$ cat config.mk
export PLATFORM = sky130hd
export DESIGN_NAME = priority_ready_queue_scheduler_core
export DESIGN_NICKNAME = d
export VERILOG_FILES = /design/src/prqs_pkg.sv /design/src/prqs_ctrl.sv /design/src/prqs_dp.sv /design/src/priority_ready_queue_scheduler_core.sv
export SDC_FILE = /design/constraint.sdc
export NUM_CORES = 2
export LEC_CHECK = 0
export BUFFER_PORTS_ARGS = -buffer_cell sky130_fd_sc_hd__buf_2
export CAP_MARGIN = 5
export CORE_UTILIZATION = 55
export DETAILED_ROUTE_END_ITERATION = 10
export GPL_ROUTABILITY_DRIVEN = 0
export PLACE_DENSITY = 0.76
export SLEW_MARGIN = 10
export SYNTH_ARGS = -nofsm -noshare
export SYNTH_HDL_FRONTEND = slang
export SYNTH_SLANG_ARGS = --single-unit
$ cat constraint.sdc
create_clock -name clk_i -period 13.2 [get_ports clk_i]
set_clock_uncertainty 0.15 [all_clocks]
set_input_delay 0 -clock clk_i [delete_from_list [all_inputs] [get_ports clk_i]]
set_output_delay 0 -clock clk_i [all_outputs]
set_load 0.02 [all_outputs]
$ cat src/prqs_pkg.sv
`timescale 1ns / 1ps

package prqs_pkg;

  localparam int unsigned NumTasks  = 64;
  localparam int unsigned NumLevels = 32;

  typedef enum logic [2:0] {
    CMD_START   = 3'd0,
    CMD_STARTUP = 3'd1,
    CMD_YIELD   = 3'd2,
    CMD_SLEEP   = 3'd3,
    CMD_WAKEUP  = 3'd4
  } cmd_e;

  typedef enum logic [1:0] {
    TS_FREE     = 2'd0,
    TS_READY    = 2'd1,
    TS_RUNNING  = 2'd2,
    TS_SLEEPING = 2'd3
  } task_state_e;

  typedef enum logic [1:0] {
    RES_OK      = 2'd0,
    RES_NONE    = 2'd1,
    RES_IGNORED = 2'd2
  } res_e;

  typedef enum logic [3:0] {
    OP_NONE,
    OP_LOAD,
    OP_SET_LEVEL,
    OP_SET_SLEEP,
    OP_SET_READY,
    OP_RD_TGT,
    OP_RD_Q,
    OP_UNLINK_WR,
    OP_ENQ_WR,
    OP_PICK_RD,
    OP_PICK_LATCH,
    OP_RUN_TID,
    OP_SWITCH,
    OP_FINISH
  } dp_op_e;

  typedef enum logic [1:0] {
    SEL_TID,
    SEL_CUR,
    SEL_PICK
  } sel_e;

  typedef enum logic [3:0] {
    ST_IDLE,
    ST_DECODE,
    ST_UN_RD,
    ST_UN_Q,
    ST_UN_WR,
    ST_EN_RD,
    ST_EN_Q,
    ST_EN_WR,
    ST_PK_RD,
    ST_PK_LATCH,
    ST_PK_DEC,
    ST_SWITCH,
    ST_RUN,
    ST_FIN
  } ctrl_state_e;

  typedef struct packed {
    logic [2:0] command;
    logic [5:0] task_id;
    logic [4:0] priority_req;
  } req_t;

  typedef struct packed {
    logic       switched;
    logic [5:0] from_task;
    logic [5:0] to_task;
    logic [1:0] status;
  } rsp_t;

  typedef struct packed {
    dp_op_e op;
    sel_e   sel;
    res_e   res;
  } ctrl_cmd_t;

  typedef struct packed {
    logic [2:0]  command;
    logic        id_ok;
    logic        started;
    task_state_e tid_state;
    logic        any_ready;
    logic        cur_running;
    logic        keep;
    logic        out_free;
  } dp_stat_t;

endpackage

$ cat src/prqs_ctrl.sv
`timescale 1ns / 1ps

module prqs_ctrl import prqs_pkg::*; (
  input  logic      clk_i,
  input  logic      rst_ni,
  input  logic      in_valid_i,
  output logic      in_stall_o,
  input  dp_stat_t  stat_i,
  output ctrl_cmd_t cmd_o
);

  ctrl_state_e state_q, state_d;
  logic        sched_q, sched_d;
  res_e        res_q, res_d;

  always_ff @(posedge clk_i or negedge rst_ni) begin
    if (!rst_ni) begin
      state_q <= ST_IDLE;
      sched_q <= 1'b0;
      res_q   <= RES_OK;
    end else begin
      state_q <= state_d;
      sched_q <= sched_d;
      res_q   <= res_d;
    end
  end

  assign in_stall_o = (state_q != ST_IDLE);

  always_comb begin
    state_d   = state_q;
    sched_d   = sched_q;
    res_d     = res_q;
    cmd_o.op  = OP_NONE;
    cmd_o.sel = SEL_TID;
    cmd_o.res = res_q;
    unique case (state_q)
      ST_IDLE: begin
        if (in_valid_i) begin
          cmd_o.op = OP_LOAD;
          state_d  = ST_DECODE;
        end
      end
      ST_DECODE: begin
        case (cmd_e'(stat_i.command))
          CMD_START: begin
            if (stat_i.started || !stat_i.id_ok || stat_i.tid_state != TS_READY) begin
              res_d   = RES_IGNORED;
              state_d = ST_FIN;
            end else begin
              res_d   = RES_OK;
              state_d = ST_UN_RD;
            end
          end
          CMD_STARTUP: begin
            if (!stat_i.id_ok || stat_i.tid_state != TS_FREE) begin
              res_d   = RES_IGNORED;
              state_d = ST_FIN;
            end else begin
              cmd_o.op = OP_SET_LEVEL;
              res_d    = RES_OK;
              state_d  = ST_EN_RD;
            end
          end
          CMD_YIELD, CMD_SLEEP: begin
            if (!stat_i.started || !stat_i.any_ready) begin
              res_d   = RES_NONE;
              state_d = ST_FIN;
            end else begin
              if (cmd_e'(stat_i.command) == CMD_SLEEP) begin
                cmd_o.op = OP_SET_SLEEP;
              end
              res_d   = RES_OK;
              sched_d = 1'b1;
              state_d = ST_PK_RD;
            end
          end
          CMD_WAKEUP: begin
            if (!stat_i.started) begin
              res_d   = RES_NONE;
              state_d = ST_FIN;
            end else if (!stat_i.id_ok || stat_i.tid_state != TS_SLEEPING) begin
              res_d   = RES_IGNORED;
              state_d = ST_FIN;
            end else begin
              cmd_o.op = OP_SET_READY;
              res_d    = RES_OK;
              state_d  = ST_EN_RD;
            end
          end
          default: begin
            res_d   = RES_IGNORED;
            state_d = ST_FIN;
          end
        endcase
      end
      ST_UN_RD: begin
        cmd_o.op  = OP_RD_TGT;
        cmd_o.sel = sched_q ? SEL_PICK : SEL_TID;
        state_d   = ST_UN_Q;
      end
      ST_UN_Q: begin
        cmd_o.op = OP_RD_Q;
        state_d  = ST_UN_WR;
      end
      ST_UN_WR: begin
        cmd_o.op = OP_UNLINK_WR;
        if (!sched_q) begin
          state_d = ST_RUN;
        end else if (stat_i.cur_running) begin
          state_d = ST_EN_RD;
        end else begin
          state_d = ST_SWITCH;
        end
      end
      ST_EN_RD: begin
        cmd_o.op  = OP_RD_TGT;
        cmd_o.sel = sched_q ? SEL_CUR : SEL_TID;
        state_d   = ST_EN_Q;
      end
      ST_EN_Q: begin
        cmd_o.op = OP_RD_Q;
        state_d  = ST_EN_WR;
      end
      ST_EN_WR: begin
        cmd_o.op = OP_ENQ_WR;
        if (sched_q) begin
          state_d = ST_SWITCH;
        end else if (cmd_e'(stat_i.command) == CMD_WAKEUP) begin
          sched_d = 1'b1;
          state_d = ST_PK_RD;
        end else begin
          state_d = ST_FIN;
        end
      end
      ST_PK_RD: begin
        cmd_o.op = OP_PICK_RD;
        state_d  = ST_PK_LATCH;
      end
      ST_PK_LATCH: begin
        cmd_o.op = OP_PICK_LATCH;
        state_d  = ST_PK_DEC;
      end
      ST_PK_DEC: begin
        state_d = stat_i.keep ? ST_FIN : ST_UN_RD;
      end
      ST_SWITCH: begin
        cmd_o.op = OP_SWITCH;
        state_d  = ST_FIN;
      end
      ST_RUN: begin
        cmd_o.op = OP_RUN_TID;
        state_d  = ST_FIN;
      end
      ST_FIN: begin
        cmd_o.op = OP_FINISH;
        if (stat_i.out_free) begin
          sched_d = 1'b0;
          state_d = ST_IDLE;
        end
      end
      default: begin
        state_d = ST_IDLE;
      end
    endcase
  end

endmodule

$ cat src/prqs_dp.sv
`timescale 1ns / 1ps

module prqs_dp import prqs_pkg::*; (
  input  logic      clk_i,
  input  logic      rst_ni,
  input  req_t      in_req_i,
  input  ctrl_cmd_t cmd_i,
  output dp_stat_t  stat_o,
  input  logic      out_stall_i,
  output logic      out_valid_o,
  output rsp_t      out_req_o
);

  localparam int unsigned TW = $clog2(NumTasks);
  localparam int unsigned LW = $clog2(NumLevels);

  req_t             req_q;
  logic [TW-1:0]    old_q, run_q, tgt_q, pick_q;
  logic             started_q, cur_run_q;
  logic [LW-1:0]    lv_q, plv_q, curlv_q;
  logic [NumLevels-1:0] ne_q;
  logic [NumTasks-1:0]  ts_vld_q;
  logic             out_valid_q;
  rsp_t             out_q;

  task_state_e   tstate_mem [NumTasks];
  logic [LW-1:0] lvl_mem [NumTasks];
  logic [TW-1:0] nxt_mem [NumTasks];
  logic [TW-1:0] prv_mem [NumTasks];
  logic [TW-1:0] head_mem [NumLevels];
  logic [TW-1:0] tail_mem [NumLevels];

  logic [LW-1:0] lvl_rd;
  logic [TW-1:0] nxt_rd, prv_rd, head_rd, tail_rd;
  task_state_e   ts_rd;
  logic          ts_rd_vld;

  logic [TW-1:0] tid_idx, ld_idx, tgt_addr, lvl_ra;
  logic [LW-1:0] q_ra, enc, sat_lv;
  logic          id_ok, any_ready, cur_running, keep, out_free, fin_load;
  logic          is_h, is_t, q_ne;

  logic          nxt_we, prv_we, head_we, tail_we, ne_set, ne_clr;
  logic [TW-1:0] nxt_wa, nxt_wd, prv_wa, prv_wd, head_wd, tail_wd;
  logic          ts_we;
  logic [TW-1:0] ts_wa;
  task_state_e   ts_wd;

  assign tid_idx     = TW'(req_q.task_id);
  assign ld_idx      = TW'(in_req_i.task_id);
  assign id_ok       = 32'(req_q.task_id) < NumTasks;
  assign sat_lv      = (32'(req_q.priority_req) < NumLevels) ? LW'(req_q.priority_req)
                                                             : LW'(NumLevels - 1);
  assign any_ready   = |ne_q;
  assign cur_running = cur_run_q;
  assign keep        = (cur_running && (plv_q > curlv_q)) || (pick_q == run_q);
  assign out_free    = !out_valid_q || !out_stall_i;
  assign fin_load    = (cmd_i.op == OP_FINISH) && out_free;

  always_comb begin
    enc = '0;
    for (int i = NumLevels - 1; i >= 0; i--) begin
      if (ne_q[i]) begin
        enc = LW'(i);
      end
    end
  end

  always_comb begin
    case (cmd_i.sel)
      SEL_CUR:  tgt_addr = run_q;
      SEL_PICK: tgt_addr = pick_q;
      default:  tgt_addr = tid_idx;
    endcase
  end

  assign lvl_ra = (cmd_i.op == OP_PICK_RD) ? run_q : tgt_addr;
  assign q_ra   = (cmd_i.op == OP_PICK_RD) ? enc : lvl_rd;

  assign q_ne = ne_q[lv_q];
  assign is_h = (head_rd == tgt_q);
  assign is_t = (tail_rd == tgt_q);

  // A task that is enqueued becomes ready in the write step of the enqueue.
  always_comb begin
    ts_we = 1'b1;
    ts_wa = tid_idx;
    ts_wd = TS_READY;
    case (cmd_i.op)
      OP_SET_LEVEL, OP_SET_READY: begin
      end
      OP_SET_SLEEP: begin
        ts_wa = run_q;
        ts_wd = TS_SLEEPING;
      end
      OP_RUN_TID: begin
        ts_wd = TS_RUNNING;
      end
      OP_ENQ_WR: begin
        ts_wa = tgt_q;
      end
      OP_SWITCH: begin
        ts_wa = pick_q;
        ts_wd = TS_RUNNING;
      end
      default: begin
        ts_we = 1'b0;
      end
    endcase
  end

  always_comb begin
    nxt_we  = 1'b0;
    nxt_wa  = tgt_q;
    nxt_wd  = tgt_q;
    prv_we  = 1'b0;
    prv_wa  = tgt_q;
    prv_wd  = tail_rd;
    head_we = 1'b0;
    head_wd = tgt_q;
    tail_we = 1'b0;
    tail_wd = tgt_q;
    ne_set  = 1'b0;
    ne_clr  = 1'b0;
    case (cmd_i.op)
      OP_UNLINK_WR: begin
        if (q_ne) begin
          if (is_h && is_t) begin
            ne_clr = 1'b1;
          end else begin
            if (is_h) begin
              head_we = 1'b1;
              head_wd = nxt_rd;
            end else begin
              nxt_we = 1'b1;
              nxt_wa = prv_rd;
              nxt_wd = nxt_rd;
            end
            if (is_t) begin
              tail_we = 1'b1;
              tail_wd = prv_rd;
            end else begin
              prv_we = 1'b1;
              prv_wa = nxt_rd;
              prv_wd = prv_rd;
            end
          end
        end
      end
      OP_ENQ_WR: begin
        tail_we = 1'b1;
        if (q_ne) begin
          nxt_we = 1'b1;
          nxt_wa = tail_rd;
          prv_we = 1'b1;
        end else begin
          head_we = 1'b1;
          ne_set  = 1'b1;
        end
      end
      default: begin
      end
    endcase
  end

  always_ff @(posedge clk_i) begin
    if (ts_we) begin
      tstate_mem[ts_wa] <= ts_wd;
    end
    if (cmd_i.op == OP_LOAD) begin
      ts_rd     <= tstate_mem[ld_idx];
      ts_rd_vld <= ts_vld_q[ld_idx];
    end
    if (cmd_i.op == OP_SET_LEVEL) begin
      lvl_mem[tid_idx] <= sat_lv;
    end
    if (nxt_we) begin
      nxt_mem[nxt_wa] <= nxt_wd;
    end
    if (prv_we) begin
      prv_mem[prv_wa] <= prv_wd;
    end
    if (head_we) begin
      head_mem[lv_q] <= head_wd;
    end
    if (tail_we) begin
      tail_mem[lv_q] <= tail_wd;
    end
    if (cmd_i.op == OP_RD_TGT || cmd_i.op == OP_PICK_RD) begin
      lvl_rd <= lvl_mem[lvl_ra];
      nxt_rd <= nxt_mem[tgt_addr];
      prv_rd <= prv_mem[tgt_addr];
    end
    if (cmd_i.op == OP_RD_Q || cmd_i.op == OP_PICK_RD) begin
      head_rd <= head_mem[q_ra];
      tail_rd <= tail_mem[q_ra];
    end
  end

  always_ff @(posedge clk_i) begin
    if (cmd_i.op == OP_LOAD) begin
      req_q <= in_req_i;
      old_q <= run_q;
    end
    if (cmd_i.op == OP_RD_TGT) begin
      tgt_q <= tgt_addr;
    end
    if (cmd_i.op == OP_RD_Q) begin
      lv_q <= lvl_rd;
    end
    if (cmd_i.op == OP_PICK_RD) begin
      plv_q <= enc;
    end
    if (cmd_i.op == OP_PICK_LATCH) begin
      pick_q  <= head_rd;
      curlv_q <= lvl_rd;
    end
    if (fin_load) begin
      out_q.switched  <= (run_q != old_q) ||
                         ((cmd_e'(req_q.command) == CMD_START) && (cmd_i.res == RES_OK));
      out_q.from_task <= 6'(old_q);
      out_q.to_task   <= 6'(run_q);
      out_q.status    <= cmd_i.res;
    end
  end

  always_ff @(posedge clk_i or negedge rst_ni) begin
    if (!rst_ni) begin
      run_q       <= '0;
      started_q   <= 1'b0;
      cur_run_q   <= 1'b0;
      ne_q        <= '0;
      ts_vld_q    <= '0;
      out_valid_q <= 1'b0;
    end else begin
      if (ne_set) begin
        ne_q[lv_q] <= 1'b1;
      end
      if (ne_clr) begin
        ne_q[lv_q] <= 1'b0;
      end
      if (ts_we) begin
        ts_vld_q[ts_wa] <= 1'b1;
      end
      case (cmd_i.op)
        OP_SET_SLEEP: cur_run_q <= 1'b0;
        OP_RUN_TID: begin
          run_q     <= tid_idx;
          started_q <= 1'b1;
          cur_run_q <= 1'b1;
        end
        OP_SWITCH: begin
          run_q     <= pick_q;
          cur_run_q <= 1'b1;
        end
        default: begin
        end
      endcase
      out_valid_q <= fin_load || (out_valid_q && out_stall_i);
    end
  end

  assign stat_o.command     = req_q.command;
  assign stat_o.id_ok       = id_ok;
  assign stat_o.started     = started_q;
  assign stat_o.tid_state   = ts_rd_vld ? ts_rd : TS_FREE;
  assign stat_o.any_ready   = any_ready;
  assign stat_o.cur_running = cur_running;
  assign stat_o.keep        = keep;
  assign stat_o.out_free    = out_free;

  assign out_valid_o = out_valid_q;
  assign out_req_o   = out_q;

  a_started_sticky: assert property (@(posedge clk_i) disable iff (!rst_ni)
    started_q |=> started_q)
    else $error("Scheduler left the started state.");

  a_run_once: assert property (@(posedge clk_i) disable iff (!rst_ni)
    (cmd_i.op == OP_RUN_TID) |-> !started_q)
    else $error("Start was executed twice.");

  a_unlink_nonempty: assert property (@(posedge clk_i) disable iff (!rst_ni)
    (cmd_i.op == OP_UNLINK_WR) |-> ne_q[lv_q])
    else $error("Unlink from an empty ready queue.");

  a_switch_differs: assert property (@(posedge clk_i) disable iff (!rst_ni)
    (cmd_i.op == OP_SWITCH) |-> (pick_q != run_q))
    else $error("Switch to the task that is already running.");

endmodule

$ cat src/priority_ready_queue_scheduler_core.sv
`timescale 1ns / 1ps

// Fixed-priority round-robin task scheduler with one FIFO ready queue per level, level 0
// highest. One request is handled at a time and gives one response. After load and decode,
// an ignored or refused request finishes at once, a start unlinks and runs its task, a
// startup or wakeup enqueues its task, and a yield, sleep or wakeup picks the next task and
// keeps or switches. The sequencer walks the link, level and queue memories through one
// registered read and one write step at a time. A new request is taken once the previous
// response has been placed in the output register.
module priority_ready_queue_scheduler_core import prqs_pkg::*; (
  input  logic clk_i,
  input  logic rst_ni,
  input  logic in_valid_i,
  output logic in_stall_o,
  input  req_t in_req_i,
  output logic out_valid_o,
  input  logic out_stall_i,
  output rsp_t out_req_o
);

  ctrl_cmd_t cmd;
  dp_stat_t  stat;

  prqs_ctrl u_ctrl (
    .clk_i      (clk_i),
    .rst_ni     (rst_ni),
    .in_valid_i (in_valid_i),
    .in_stall_o (in_stall_o),
    .stat_i     (stat),
    .cmd_o      (cmd)
  );

  prqs_dp u_dp (
    .clk_i       (clk_i),
    .rst_ni      (rst_ni),
    .in_req_i    (in_req_i),
    .cmd_i       (cmd),
    .stat_o      (stat),
    .out_stall_i (out_stall_i),
    .out_valid_o (out_valid_o),
    .out_req_o   (out_req_o)
  );

endmodule
==> impl_metrics.toml <==
[outcome]
outcome = "completed"

[layout]
multi_input_area_sq_um = 19100
nets = 4667
final_layout_size_suffix_gt1_share_pct = 15.7
final-seq-area_sq_um = 53700
filler_cell_count = 9265
utilization_pct = 61.4
area_growth_pct = 10.8

[worst_setup_path]
end_kind = "flop"
crit_type = "flop to flop"
path_max_fanout = 56
start_kind = "flop"
crit_arrival_ns = 7.05
critPathLaunch = "u_ctrl.state_q[0]$_DFFE_PN0P_"
crit_required_ns = 13.56
reg2reg_from = "u_ctrl.state_q[0]$_DFFE_PN0P_"

[sta]
fmax_mhz = 149
finalMaxSlewViolations = 0
rsz0062_at_grt = "no"
slew_headroom_pct = 14.4
report.final.setup_viol = 0
fin_crit_ns = 6.69
fin_tns_setup_ns = 0
worst_slew_pin_slew_ns = 1.28
period_share_pct = 50.7
hold_violations = 0

[logic_synthesis]
synth_top_cell_area_share_pct = 68.9
yosysSeqAreaShare_pct = 72.7
synthArstFlopShare_pct = 6.20
ys_types = 83
ys_top_cells_by_area = "edfxtp_1 69%, mux4_2 8.1%, dfrtp_1 3.8%"
yosysTopAreaCell = "edfxtp_1"
synth_edf_count = 1694
netlist_top_cells_count = "1694 x edfxtp_1, 562 x nand2_1, 401 x nor2_1, 267 x mux4_2, 218 x mux2i_1"
synthFlopType = "edfxtp_1"
yosysWarnings = 0
ys_ff_latch = 1806
synth_area_sq_um = 73800
synth_cells = 4605
synth_nets = 4630
avgSynthCellArea_sq_um = 16.0
yosysMostFrequentCell = "edfxtp_1"

[clock_network]
clk_pin_slew_ns = 0.06
clock_path_buffers = 3
clock_sinks = 1806
post_cts_resized = 0
root_buffer = "clkbuf_16"
tritoncts = "built"
htreeDepth = 4
cts_setup_buffers = 0
numCtsBuffers = 174
ctsHoldBuffers = 31
clock_latency_ns = 0.82

[hold_path]
hp-start = "in_req_i[8]"
hp-class = "input port to flop"

[route]
wl_per_cell_um = 26.2
wl_met2_mm = 82.5
wl_met1_mm = 66.6
vias_per_cell = 6.39
wl_met3_mm = 16.7
first_pass_iters = 7
highest_layer = "met5"
drt-initial-drc-count = 5477
via_count = 41943
antenna_left = 0
routed_wl_mm = 172
drcViolationCount = 0

[global_route]
grt_pass1_wl_mm = 258
antenna_found_initial = 3
gr-usage-all-layers_pct = 25.3
grt_pass1_vias = 41238
grt-ovfl-total = 0
grt_max_degree = 149

[floorplan]
num_io_pins = 35
fp.dieH_um = 368
num_rows = 134
core-area_sq_um = 133000
die_x_um = 368
die_area_sq_um = 136000
start_util_pct = 55.4

[place]
port_buffers = 34
dp_hpwl_mm = 104

[pwr]
vdd_ir_drop_max_v = 0.000248
powerDensity_nw_per_um2 = 200
p_leak_nw = 27.1

[job]
maxCapViolations = 0
==> layout make-up <==
class / instances / share of cell area [%]
flip-flops and latches: 1806 / 65.6
clock buffers: 203 / 5.57
multi-input cells: 2494 / 23.3
repair buffers: 120 / 1.16
inverters: 46 / 0.220
well taps: 1768 / 2.70
clock inverters: 122 / 1.41
diodes: 1 / 0.00306
==> worst paths after layout <==
| check | to | slack (ns) | cells past startpoint |
|---|---|---|---|
| setup / recovery | u_dp.prv_rd[5]$_DFFE_PP_ | 6.51 | 14 |
| hold / removal | u_dp.tid_idx[3]$_DFFE_PN_ | 0.07 | 2 |
| setup reg to reg | u_dp.prv_rd[5]$_DFFE_PP_ | 6.51 | 14 |
| hold reg to reg | u_dp.ts_vld_q[59]$_DFFE_PN0N_ | 0.31 | 1 |
| max in group asynchronous | u_dp.run_q[1]$_DFFE_PN0P_ | 11.82 | 4 |
| min in group asynchronous | u_dp.ts_vld_q[20]$_DFFE_PN0N_ | 0.13 | 4 |
==> critical path, cell delays in order (launching register included) <==
cell	delay, ns
dfrtp_1	0.75
nand2b_1	0.24
nor3_1	0.30
ha_1	0.45
nor2b_1	0.22
or2_2	0.41
inv_8	0.42
buf_4	0.82
buf_4	0.86
mux4_2	0.60
nor2b_1	0.14
a211oi_1	0.34
a211oi_1	0.17
a311oi_1	0.33
a21oi_1	0.08
==> per-stage QoR <==
step                instances  power (mW)  hold slack (ns)  area, sq um  worst slack [ns]
floorplan                4605        9.93           -0.446        73800              7.78
global placement         6202        11.3           -0.113        75700              6.56
detailed placement       6203        11.4          -0.0980        75700              6.48
CTS                      6559        16.3           0.0133        81800              6.44
global route             6559        16.8           0.0542        81800              5.99
finish                   6560        16.3           0.0736        81800              6.51
==> metal layers <==
metal,GRT usage [%],up-vias
met5,0,-
met4,9.67,4
met3,4.84,389
met2,40.2,2367
met1,35.1,21192
li1,-,17991
==> cell families after synthesis <==
| logic type | after synthesis | synth area share [%] |
|---|---|---|
| flops | 1806 | 72.7 |
| simple gates | 1402 | 8.51 |
| compound gates | 530 | 4.86 |
| mux | 530 | 11.8 |
| buf+inv | 305 | 1.73 |
| xor+xnor | 25 | 0.297 |
| fa+ha+maj | 7 | 0.119 |
==> flip-flops by register name, summed over array words and instances, names as in the netlist, 15 cells and up <==
| signal | count |
|---|---|
| u_dp.tail_mem | 192 |
| u_dp.prv_mem | 384 |
| u_dp.head_mem | 192 |
| u_dp.ne_q | 32 |
| u_dp.lvl_mem | 320 |
| u_dp.tstate_mem | 128 |
| u_dp.ts_vld_q | 64 |
| u_dp.out_req_o | 15 |
| u_dp.nxt_mem | 384 |
==> report_power, final <==
part	switching, mW	leakage [nW]	internal [mW]
logic	2.79	7.60	1.31
clock network	2.17	2.79	2.77
registers	0.290	16.7	6.98
==> cells in the final DEF (no fill, tap or decap), drive strengths merged, types with 18 or more instances in the layout <==
master	Yosys	final
edfxtp	1694	1694
nand2	563	563
nor2	401	401
mux4	267	267
mux2i	218	218
clkbuf	144	203
a21oi	176	176
nand3	124	124
dfrtp	112	112
buf	115	90
clkinv	1	89
or2	72	72
inv	45	55
a211oi	54	54
o21ai	54	54
nor3	53	53
nor2b	45	45
mux2	45	45
a31oi	31	31
nor4	31	31
dlygate4sd3	0	30
a32oi	30	30
nand4	28	28
a221o	25	25
o211ai	22	22
o22ai	21	21
o2111ai	20	20
nand2b	18	18
No activity file was read; power rests on OpenSTA's default activity.
